$ cat src/sv/sht_pkg.sv
`default_nettype none
package sht_pkg;

    localparam int NAME_W    = 64;
    localparam int KEY_BYTES = 8;
    localparam int CNT_W     = 4;
    localparam int KIND_W    = 4;
    localparam int POS_W     = 11;
    localparam int SIZE_W    = 16;
    localparam int STAT_W    = 3;
    localparam int OP_W      = 2;

    typedef enum logic [OP_W-1:0] {
        OP_INSERT = 2'd0,
        OP_LOOKUP = 2'd1,
        OP_ENTER  = 2'd2,
        OP_LEAVE  = 2'd3
    } t_op;

    typedef enum logic [STAT_W-1:0] {
        ST_OK       = 3'd0,
        ST_DUP      = 3'd1,
        ST_NOTFOUND = 3'd2,
        ST_FULL     = 3'd3,
        ST_BFULL    = 3'd4,
        ST_BEMPTY   = 3'd5
    } t_status;

endpackage
`default_nettype wire

$ cat src/sv/sht_hash.sv
`default_nettype none
// Bucket hash h = (3*h + c) mod HASH_BUCKETS, one char per cycle.
// Stops at the first zero byte or after all key bytes.
module sht_hash #(
    parameter int HASH_BUCKETS = 256
) (
    input  wire logic                            i_clk,
    input  wire logic                            i_rst_n,
    input  wire logic                            i_start,
    input  wire logic [sht_pkg::NAME_W-1:0]      i_key,
    output logic                                 o_done,
    output logic [$clog2(HASH_BUCKETS)-1:0]      o_bucket
);

    localparam int HW = $clog2(HASH_BUCKETS);
    localparam int SW = HW + 2;

    logic [HW-1:0]                    w_cmod [256];
    logic [sht_pkg::NAME_W-1:0]       r_key;
    logic [HW-1:0]                    r_h;
    logic [sht_pkg::CNT_W-1:0]        r_cnt;
    logic                             r_busy;
    logic                             w_end;
    logic [SW-1:0]                    w_sum;
    logic [SW-1:0]                    w_red;

    for (genvar gi = 0; gi < 256; gi++) begin : g_cmod
        localparam logic [HW-1:0] CM = HW'(gi % HASH_BUCKETS);
        assign w_cmod[gi] = CM;
    end

    assign w_end = (r_key[7:0] == 8'd0) || (r_cnt == sht_pkg::CNT_W'(sht_pkg::KEY_BYTES));

    // 3h + (c mod B) < 4B, so three conditional subtracts finish the reduction
    always_comb begin
        w_sum = {1'b0, r_h, 1'b0} + {2'b00, r_h} + {2'b00, w_cmod[r_key[7:0]]};
        w_red = w_sum;
        for (int i = 0; i < 3; i++) begin
            if (w_red >= SW'(HASH_BUCKETS)) begin
                w_red = w_red - SW'(HASH_BUCKETS);
            end
        end
    end

    assign o_done   = r_busy && w_end;
    assign o_bucket = r_h;

    always_ff @(posedge i_clk) begin
        if (!i_rst_n) begin
            r_busy <= 1'b0;
        end else if (i_start) begin
            r_busy <= 1'b1;
        end else if (o_done) begin
            r_busy <= 1'b0;
        end
        if (i_start) begin
            r_key <= i_key;
            r_h   <= '0;
            r_cnt <= '0;
        end else if (r_busy && !w_end) begin
            r_key <= {8'd0, r_key[sht_pkg::NAME_W-1:8]};
            r_h   <= w_red[HW-1:0];
            r_cnt <= r_cnt + 1'b1;
        end
    end

endmodule
`default_nettype wire
$ cat config.mk
export PLATFORM = sky130hd
export DESIGN_NAME = sht_hash
export DESIGN_NICKNAME = d
export VERILOG_FILES = /design/src/sv/sht_pkg.sv /design/src/sv/sht_hash.sv
export SDC_FILE = /design/constraint.sdc
export NUM_CORES = 1
export LEC_CHECK = 0
export ABC_AREA = 0
export BUFFER_PORTS_ARGS = -buffer_cell sky130_fd_sc_hd__buf_2
export CORE_MARGIN = 2
export CORE_UTILIZATION = 50
export DETAILED_ROUTE_END_ITERATION = 6
export PLACE_DENSITY_LB_ADDON = 0.12
export SLEW_MARGIN = 15
export SYNTH_ARGS = -nofsm -noshare
export SYNTH_HDL_FRONTEND = slang
export SYNTH_SLANG_ARGS = --single-unit
$ cat constraint.sdc
create_clock -name i_clk -period 4.1 [get_ports i_clk]
set_input_delay 0.82 -clock i_clk [delete_from_list [all_inputs] [get_ports i_clk]]
set_output_delay 0.82 -clock i_clk [all_outputs]
set_load 0.01 [all_outputs]
==> out/qor.txt <==
SYNTH
-------------------------------------------------------------------------------------------
YS warnings                                                                               0
Avg Cell Area, Syn                                                               14.9 sq um
Register area share after synthesis                                                   60.7%
Unique cell type count in the Yosys netlist                                              38
Synthesized netlist net count                                                           324
Number of standard cells after synthesis                                                241
Synthesized flop and latch total                                                         77
Post-synthesis instance area                                                   0.00360 sq mm

POWER AND IR DROP
-------------------------------------------------------------------------------------------
Peak supply drop                                                                     230 uV
Leakage                                                                             1.71 nW
Combinational share of power                                                          19.6%
Net load switching power                                                           0.478 mW
Part of the power in the clock network                                                25.8%
Total power density per cell area                                               434 mW/mm^2
Power, Total                                                                        1.83 mW
P_int                                                                               1.35 mW
Flop pwr share                                                                        54.6%
Net switching share of the total power                                                26.1%

STA
-------------------------------------------------------------------------------------------
Final number of max-transition violations                                                 0
Unrepaired setup endpoints after global routing                                       false
Post-route clock skew                                                            0.00846 ns
Final-report hold violation count                                                         0
Accumulated negative setup slack                                                       0 ns
Final critical-path required period                                                 2.73 ns
Final WS setup                                                                      1.37 ns
Peak clock frequency supported by timing                                            366 MHz
Worst-case headroom to the max-slew limit                                             40.8%
Post-route clock period utilization                                                   66.7%
Transition time of the tightest slew-check pin                                     0.887 ns
Setup violations, final                                                                   0

GLOBAL ROUTING
-------------------------------------------------------------------------------------------
Total GRT Usage                                                                       15.7%
GRT Residual Overflow                                                                     0
Maximum number of pins on one net before global-route repair                             80
Vias in the first global route                                                        1,965
Wire length of the first global-routing pass                                        9.09 mm
Initial antenna violation count                                                           0

PLACE
-------------------------------------------------------------------------------------------
Worst slack after detailed placement                                                1.40 ns
Count of input and output buffers                                                        75
Detailed-placement wirelength estimate                                              4.00 mm
Area after DPL                                                                 0.00407 sq mm
Final Wtd Congestion                                                                  0.824

FLOORPLAN
-------------------------------------------------------------------------------------------
Die outline area                                                               0.00789 sq mm
Number of standard-cell rows in the floorplan                                            30
Vertical die dimension                                                         88.8 microns
Die width                                                                      88.8 microns
Count of pins on the block boundary                                                      76
Area of the core                                                               0.00687 sq mm
Initial Utilization                                                                   52.3%

CRITICAL PATH
-------------------------------------------------------------------------------------------
Number of cells on the worst reg-to-reg path                                             11
Required time worst endpoint                                                        4.33 ns
CP arrival                                                                          2.96 ns
Flop2flop setup slack                                                               1.37 ns
Reg2Reg Capture Point                                                           o_bucket[7]
Worst reg2reg path startpoint                                                   o_bucket[1]
Type of element capturing the critical path                                        register
Kind of critical path                                                            reg -> reg
Highest fanout seen on the critical path                                                  4
Kind of launch point of the worst setup path                                       register

CLOCK TREE
-------------------------------------------------------------------------------------------
Quantity of hold-fixing buffers added after cts                                           0
Number of buffers created by CTS                                                          9
Number of buffers on the longest clock path                                               2
Clock sink count                                                                         77
Library cell used as clock root buffer                                         sky130_fd_sc_hd__clkbuf_8
TritonCTS clock tree                                                                  built
Clock-pin slew of the registers on the worst-case setup and hold paths              0.08 ns
Number of buffers inserted by post-CTS setup repair                                       0
Worst-skew pair later-pin latency                                                   0.34 ns
CTS H-tree lvls                                                                           3
Post-cts resize count                                                                     0

ROUTE
-------------------------------------------------------------------------------------------
Wirelength per Cell                                                            14.2 microns
Final routed wirelength across all metal layers                                     5.95 mm
Number of design-rule violations left by the first detailed-router iteration             85
Via/cell ratio                                                                         4.87
Total vias in the final route                                                         2,042
Number of detailed-routing iterations run before antenna repair                           4
Remaining routing DRC violations                                                          0
Final ANT Viol Nets                                                                       0

FINAL LAYOUT
-------------------------------------------------------------------------------------------
Layout cell share with drive strength beyond 1                                        47.4%
Final Instance Area                                                            0.00422 sq mm
Core utilization of the finished layout                                               61.5%
P&R area growth vs syn                                                                17.4%
Ant. Diodes                                                                               0
Number of nets in the layout                                                            402

FLOW RUN
-------------------------------------------------------------------------------------------
Maxcap violations                                                                         0

STATUS
-------------------------------------------------------------------------------------------
Status                                                                         complete, no violations

WORST HOLD PATH
-------------------------------------------------------------------------------------------
Hold path start                                                                 o_bucket[0]
Worst Hold End                                                                  o_bucket[0]
Path type of the worst min-delay path                                            reg -> reg
Cell depth of the worst hold path                                                         2

-- cell usage in the layout (no fill, tap or decap), drive strengths merged --
cell type	synthesis	routed
inv	9	9
a21o	1	1
nand3	1	1
nand4	1	1
clkinv	0	5
nor2b	3	3
dfxtp	13	13
o211a	1	1
nand2	8	8
and2	10	10
mux2i	1	1
nor3	2	2
a21oi	7	7
buf	2	78
fa	7	7
mux2	57	57
o31a	1	1
or4	3	3
or2b	1	1
xor2	3	3
nand3b	2	2
a211oi	4	4
ha	9	9
or2	1	1
o22ai	1	1
o21bai	1	1
nand4b	1	1
nor2	10	10
xnor2	2	2
o21ai	3	3
o21a	1	1
o211ai	1	1
clkbuf	9	10
edfxtp	64	64
nand2b	1	1
-- cells in the mapped netlist, drive strengths merged --
cell    number  area [sq um]
xnor2        2          17.5
dfxtp       13           260
nand3b       2          15.0
and2        10          62.6
o211ai       1          7.51
clkbuf       9          33.8
nand2        8          32.5
o21bai       1          7.51
nor2b        3          18.8
a211oi       4          30.0
nor2        10          37.5
o21ai        3          15.0
nor3         2          10.0
or2b         1          7.51
fa           7           140
ha           9           113
xor2         3          26.3
nand4        1          6.26
buf          2          16.3
o21a         1          7.51
nand4b       1          8.76
o31a         1          8.76
nand2b       1          6.26
or4          3          30.0
a21o         1          7.51
mux2i        1          10.0
o22ai        1          6.26
o211a        1          10.0
or2          1          6.26
edfxtp      64          1920
nand3        1          5.00
mux2        57           642
inv          9          33.8
a21oi        7          35.0
-- worst max-delay path by stage --
stage	slack, ns	endpoint	from
2_1_floorplan	0.68	r_key[0]	i_start
3_3_place_gp	1.48	o_bucket[7]	o_bucket[1]
3_5_place_dp	1.40	o_bucket[7]	o_bucket[1]
4_1_cts	1.37	o_bucket[7]	o_bucket[1]
5_1_grt	1.24	o_bucket[7]	o_bucket[1]
6_report	1.37	o_bucket[7]	o_bucket[1]
-- state kept, by name (all words and copies together), names as in the netlist --
signal and flops:
r_key 64, o_bucket 8, r_cnt 4, r_busy 1
-- critical path, stage by stage, from the launching register on --
cell	delay (ns)
sky130_fd_sc_hd__dfxtp_1	0.42
sky130_fd_sc_hd__inv_1	0.08
sky130_fd_sc_hd__fa_1	0.45
sky130_fd_sc_hd__inv_1	0.06
sky130_fd_sc_hd__ha_1	0.19
sky130_fd_sc_hd__inv_1	0.07
sky130_fd_sc_hd__fa_1	0.38
sky130_fd_sc_hd__nor2b_1	0.21
sky130_fd_sc_hd__o31a_1	0.17
sky130_fd_sc_hd__o22ai_1	0.09
sky130_fd_sc_hd__mux2i_1	0.17
sky130_fd_sc_hd__mux2_1	0.33
-- layer usage --
metal,up-vias,global-route usage [%],part of all wire [%]
met5,-,0,0
met4,0,5.79,1.2
met3,9,6.44,6.4
met2,53,24.2,47
met1,938,20.1,45
li1,1042,-,-
-- kinds of logic (layout without fill, tap and decap cells) --
kind of cell / Yosys count / after routing / share of synthesized area (%)
flip-flops: 77 / 77 / 60.7
multiplexers: 58 / 58 / 18.1
AND/OR/NAND/NOR: 44 / 44 / 6.86
AO/OA/AOI/OAI: 21 / 21 / 3.76
buffers and inverters: 20 / 102 / 2.33
adder cells (fa/ha/maj): 16 / 16 / 7.03
XOR/XNOR: 5 / 5 / 1.22
-- through the flow --
step / instances / hold WS [ns]
final: 419 / 0.492
after global routing: 419 / 0.514
after CTS: 419 / 0.498
after detailed placement: 404 / 0.486
after global placement: 404 / 0.474
after floorplan: 241 / 0.466
-- cell type report --
type	count	area, sq um
Multi-Input combinational cell	144	1330
Timing Repair Buffer	78	398
Sequential cell	77	2180
Tap cell	96	120
Clock inverter	5	28.8
Inverter	9	33.8
Fill cell	555	2650
Clock buffer	10	128
-- power groups by stage --
| stage | combinational (mW) | clock [mW] | sequential, mW |
|---|---|---|---|
| floorplan | 0.258 | 0 | 1.02 |
| global placement | 0.356 | 0 | 1.01 |
| detailed placement | 0.361 | 0 | 1.02 |
| CTS | 0.364 | 0.491 | 1.00 |
| global route | 0.411 | 0.513 | 1.01 |
| finish | 0.359 | 0.473 | 0.999 |
Power figures use the tool's default switching activity.
