[src/sv/sht_ram.sv]
`default_nettype none
module sht_ram #(
    parameter int WIDTH = 8,
    parameter int DEPTH = 16
) (
    input  wire logic                     i_clk,
    input  wire logic                     i_we,
    input  wire logic [$clog2(DEPTH)-1:0] i_waddr,
    input  wire logic [WIDTH-1:0]         i_wdata,
    input  wire logic [$clog2(DEPTH)-1:0] i_raddr,
    output logic      [WIDTH-1:0]         o_rdata
);

    logic [WIDTH-1:0] r_mem [DEPTH];

    always_ff @(posedge i_clk) begin
        if (i_we) begin
            r_mem[i_waddr] <= i_wdata;
        end
        o_rdata <= r_mem[i_raddr];
    end

endmodule
`default_nettype wire

[config.mk]
export PLATFORM = sky130hd
export DESIGN_NAME = sht_ram
export DESIGN_NICKNAME = d
export VERILOG_FILES = /design/src/sv/sht_ram.sv
export SDC_FILE = /design/constraint.sdc
export NUM_CORES = 1
export LEC_CHECK = 0
export BUFFER_PORTS_ARGS = -buffer_cell sky130_fd_sc_hd__buf_2
export CAP_MARGIN = 10
export CORE_ASPECT_RATIO = 1.2
export CORE_UTILIZATION = 29
export DETAILED_ROUTE_END_ITERATION = 12
export HOLD_SLACK_MARGIN = 0.12
export SYNTH_ARGS = -nofsm -noshare
export SYNTH_HDL_FRONTEND = slang
export SYNTH_SLANG_ARGS = --single-unit
[constraint.sdc]
create_clock -name i_clk -period 2.15 [get_ports i_clk]
set_clock_uncertainty 0.1 [all_clocks]
set_input_delay 0.43 -clock i_clk [delete_from_list [all_inputs] [get_ports i_clk]]
set_output_delay 0.43 -clock i_clk [all_outputs]
set_load 0.005 [all_outputs]
==> results of run 1 <==
[cell type report]
class                   instances  area share (%)
repair buffers                 48            5.57
well taps                     220            4.41
multi-input cells              83            16.9
clock buffers                  18            6.87
flip-flops and latches        136            64.1
clock inverters                14            2.14
[routing by layer]
| layer | track usage (%) | vias up |
|---|---|---|
| li1 | - | 1084 |
| met1 | 15.5 | 1228 |
| met2 | 17.8 | 57 |
| met3 | 3.24 | 6 |
| met4 | 4.82 | 0 |
| met5 | 0 | - |
[final timing paths]
kind,from,end
max,i_raddr[0],o_rdata[3]
min,i_wdata[4],r_mem[7][4]
max reg2reg,r_mem[8][3],o_rdata[3]
min reg2reg,r_mem[14][5],o_rdata[5]
[power by group through the flow]
| stage | clock network [µW] | logic, µW | registers [µW] |
|---|---|---|---|
| 2_1_floorplan | 0 | 150 | 3030 |
| 6_report | 2710 | 282 | 2980 |
| 3_3_place_gp | 0 | 285 | 3040 |
| 3_5_place_dp | 0 | 290 | 3040 |
| 4_1_cts | 2770 | 291 | 2980 |
| 5_1_grt | 2880 | 309 | 2990 |
[logic make-up (layout without fill, tap and decap cells)]
group                  after synthesis  in the layout  share of synthesized area, %
multiplexers                        32             32                          15.0
AO/OA/AOI/OAI                       16             16                          2.33
AND/OR/NAND/NOR                     35             35                          3.18
flip-flops                         136            136                          77.8
buffers and inverters               10             80                          1.68
[synthesized netlist by cell type (2+ instances only)]
library cell	instances
mux4_1	14
clkdlybuf4s25_2	3
nor3_1	4
nand2b_1	2
mux4_2	18
nand2_1	9
buf_2	3
nand3b_1	2
nor2_1	13
edfxtp_1	128
dfxtp_1	8
buf_6	3
a22oi_1	16
[flip-flops by register name, summed over array words and instances, names as in the netlist]
signal,cells
o_rdata,8
r_mem,128
[placed cells by master (no fill, tap or decap)]
master      count
and2b_1         1
edfxtp_1      128
buf_4          19
clkbuf_16      17
or3b_2          1
nand2b_1        2
nor2_1         13
nand3b_1        2
a22oi_1        16
buf_12          4
mux4_1         14
bufinv_16       2
clkinv_1        1
and2_1          1
clkinvlp_4      3
dfxtp_1         8
clkbuf_1        1
nand2_1         9
buf_2          25
nor2b_1         1
nand3_1         1
mux4_2         18
clkinv_2        6
nor3_1          4
clkinv_4        2
[worst max-delay path: cells and delay by family]
| kind | cells | cell delay, ps |
|---|---|---|
| AO/OA/AOI/OAI | 1 | 300 |
| buffers and inverters | 2 | 390 |
| multiplexers | 1 | 570 |
| AND/OR/NAND/NOR | 1 | 80 |
[metrics by stage]
step | hold WS (ps) | instances
6_report | 302 | 519
5_1_grt | 298 | 519
4_1_cts | 293 | 519
3_5_place_dp | 563 | 487
3_3_place_gp | 564 | 487
2_1_floorplan | 429 | 229
==> impl_metrics.json, run 1 <==
{
  "vias": 2375,
  "synth_area_leaders": "edfxtp_1 (75%), mux4_2 (7.9%), mux4_1 (7.1%), dfxtp_1 (3.1%), a22oi_1 (2.3%)",
  "post-cts-setup-buffers": 0,
  "met3WireLength_um": 373,
  "grt_pass1_wl_um": 14700,
  "path_clk_slew_ps": 60,
  "reg2reg_depth": 3,
  "setup_violations": 0,
  "cts_sinks": 136,
  "report.power.total_uw": 5980,
  "finalWorstSetupSlack_ps": 545,
  "crit_type": "in2reg",
  "cts_buffers": 17,
  "cap_violations": 0,
  "syn_nets": 247,
  "synth_top_cell_by_area": "edfxtp_1",
  "rows": 53,
  "antenna_found_initial": 0,
  "via_per_inst": 4.58,
  "synth.ff_latch_count": 136,
  "dieArea_um2": 18300,
  "grt_pass1_vias": 2464,
  "fillers": 1590,
  "hold_violations": 0,
  "worstPathArrival_ps": 1790,
  "initialDrtViolationCount": 124,
  "crit_chain": "buf_2 > buf_4 > mux4_1 > a22oi_1 > nand2_1",
  "combPwrFrac_pct": 4.7,
  "portBuffers": 25,
  "final_nets": 304,
  "synth_top_flop_cell": "edfxtp_1",
  "syn_area_um2": 5150,
  "power_density_nw_per_um2": 957,
  "rsz0062_at_grt": "false",
  "clockPowerShare_pct": 45.4,
  "wl_um": 9790,
  "grt_max_degree": 20,
  "r2r_setup_slack_ps": 680,
  "cp_slowest_stage_delay_ps": 570,
  "async_reset_ff_share_pct": 0,
  "core_area_um2": 17400,
  "tns_ps": 0,
  "p_leak_uw": 0.00211,
  "netlist_instances": 229,
  "cts_tree": "yes",
  "slew-limit-headroom_pct": 71.0,
  "antenna_cells": 0,
  "wl_per_cell_um": 18.9,
  "period_minus_slack_ps": 1600,
  "synth_top_area_share_pct": 74.7,
  "die_w_um": 124,
  "critical-path-slowest-cell": "mux4_1",
  "place_ws_ps": 94.9,
  "hp-class": "in2reg",
  "cts_hold_buf": 0,
  "cts_root_buffer": "clkbuf_16",
  "met2WireLength_um": 4860,
  "final_area_um2": 6250,
  "start_kind": "input port",
  "post_route_cells_drive_above_1_share_pct": 32.4,
  "intPower_uw": 4780,
  "worstPathRequired_ps": 2330,
  "cts_buffer_depth": 2,
  "dp_hpwl_um": 6310,
  "die_y_um": 148,
  "grt_overflow": 0,
  "ant_nets": 0,
  "hold_depth": 1,
  "wl_met1_um": 4440,
  "routabilityCongestion": 0.706,
  "syn_to_final_growth_pct": 21.4,
  "ys_warn_count": 0,
  "worst_slew_pin_slew_ps": 435,
  "endpoint_kind": "register",
  "crit_path_max_fanout": 8,
  "p_sw_share_pct": 20.0,
  "synth_seq_area_share_pct": 77.8,
  "synth_area_per_cell_um2": 22.5,
  "yosysUniqueCellTypes": 19,
  "max_freq_mhz": 623,
  "start_util_pct": 29.5,
  "num_io_pins": 26,
  "synth_edf_count": 128,
  "vdd_ir_drop_max_mv": 0.474,
  "sequentialPowerShare_pct": 49.9,
  "clk-insertion-delay-late_ps": 400,
  "cts_max_level": 4,
  "drc_errors": 0,
  "switching_power_uw": 1190,
  "post-route-period-util_pct": 74.6,
  "slew_viol_final": 0,
  "status": "complete, no violations",
  "first_pass_iters": 4,
  "multiInputGateArea_um2": 1060,
  "track_usage_pct": 11.7,
  "top_layer_used": "met4",
  "post_dp_cell_area_um2": 5680,
  "cts_resized": 0,
  "post-route-util_pct": 35.8,
  "regArea_um2": 4000
}
Note: power is estimated with default switching activity, not from simulation.
==> inputs of run 2 (changes only) <==
- clock period: 2.15 -> 1.61 ns (I/O delays scaled with it)
==> run 2 against run 1 <==
Non-clock buffer count up 9. Register-to-register slack worse by 560 ps. Core utilization up 1.1 points. Sequential power up 34%. Clock power up 55%. Die area unchanged. Routed wire length about the same.
==> impl_metrics.json, run 2 (same netlist as run 1, synthesis figures left out) <==
{
  "status": "complete, no violations",
  "startpoint": "r_mem[1][2]",
  "hold_violations": 0,
  "vias": 2435,
  "final_area_um2": 6430,
  "ant_nets": 0,
  "track_usage_pct": 11.9,
  "final_cell_mix": "edfxtp_1 (128), buf_4 (27), buf_2 (25)",
  "cts_buffers": 17,
  "rows": 53,
  "antenna_cells": 0,
  "grt_overflow": 0,
  "largest_reg_flops": 128,
  "clk-insertion-delay-late_ps": 400,
  "wl_per_cell_um": 18.5,
  "r2r_start": "r_mem[1][2]",
  "grt_pass1_wl_um": 15300,
  "final_nets": 313,
  "final_common_cell": "edfxtp_1",
  "portBuffers": 25,
  "grt_pass1_vias": 2645,
  "drc_errors": 0,
  "path_clk_slew_ps": 60,
  "crit_path_max_fanout": 1,
  "via_per_inst": 4.61,
  "vdd_ir_drop_max_mv": 0.587,
  "top_regs": "r_mem: 128 flops, o_rdata: 8 flops",
  "max_freq_mhz": 669,
  "post_dp_cell_area_um2": 5780,
  "hold_start": "i_wdata[1]",
  "cts_hold_buf": 0,
  "wl_um": 9780,
  "dp_hpwl_um": 6820,
  "slew_viol_final": 0,
  "post-cts-setup-buffers": 0,
  "num_io_pins": 26,
  "start_util_pct": 29.5,
  "die_y_um": 148,
  "finalWorstSetupSlack_ps": 116,
  "place_ws_ps": -285,
  "cts_buffer_depth": 2,
  "syn_to_final_growth_pct": 25.0,
  "cts_max_level": 4,
  "post-route-period-util_pct": 92.8,
  "die_w_um": 124,
  "hp-class": "in2reg",
  "report.power.total_uw": 8580,
  "worst_slew_pin_slew_ps": 715,
  "routabilityCongestion": 0.723,
  "period_minus_slack_ps": 1490,
  "p_leak_uw": 0.00220,
  "antenna_found_initial": 0,
  "power_density_nw_per_um2": 1330,
  "cts_tree": "yes",
  "setup_violations": 0,
  "rsz0062_at_grt": "false",
  "post_route_cells_drive_above_1_share_pct": 35.7,
  "cap_violations": 0,
  "top_register": "r_mem",
  "endpoint_kind": "register",
  "crit_type": "reg2reg",
  "start_kind": "register",
  "slew-limit-headroom_pct": 52.3,
  "core_area_um2": 17400,
  "cts_sinks": 136,
  "grt_max_degree": 19,
  "cts_root_buffer": "clkbuf_16",
  "whs_ps": 199,
  "dieArea_um2": 18300,
  "initialDrtViolationCount": 109,
  "first_pass_iters": 4,
  "cts_resized": 0,
  "worstPathArrival_ps": 1670,
  "worstPathRequired_ps": 1790
}
## run 2: changes by cell type in the layout (fill, tap and decap cells not counted), sizes merged
cell	before	now
clkinvlp	3	2
clkbuf	18	20
buf	48	57
clkinv	9	5
bufinv	2	5
## run 2: area by class of cell
type                    instances  area, µm²
fillers                      1582      11000
flip-flops and latches        136       4000
multi-input cells              83       1070
clock buffers                  20        457
repair buffers                 57        428
well taps                     220        275
clock inverters                12        198
## run 2: report_power, final
part	internal (µW)	switching, µW	total [µW]
registers	3960	24.5	3980
clock network	2830	1380	4200
logic	183	206	389
## run 2: layer usage
metal | wire length (µm) | share of wire [%] | track usage, % | vias to the layer above
met5 | 0 | 0 | 0 | -
met4 | 79 | 0.81 | 3.98 | 0
met3 | 396 | 4.0 | 3.59 | 5
met2 | 5030 | 51 | 19.4 | 60
met1 | 4280 | 44 | 14.9 | 1268
li1 | - | - | - | 1102
## run 2: final timing paths
| kind | end | slack [ps] | cells after the start |
|---|---|---|---|
| max | o_rdata[2] | 120 | 3 |
| min | r_mem[4][1] | 200 | 1 |
| max reg2reg | o_rdata[2] | 120 | 3 |
| min reg2reg | o_rdata[3] | 570 | 3 |
## run 2: stage by stage
step | std cells | util [%] | TNS, ps
6_report | 528 | 36.9 | 0
5_1_grt | 528 | 36.9 | 0
4_1_cts | 528 | 36.9 | 0
3_5_place_dp | 496 | 33.1 | -3870
3_3_place_gp | 496 | 33.1 | -3300
2_1_floorplan | 229 | - | -2370
## run 2: critical path, stage by stage, from the launching register on
cell and delay, ps:
edfxtp_1 350, mux4_1 500, a22oi_1 290, nand2_1 120
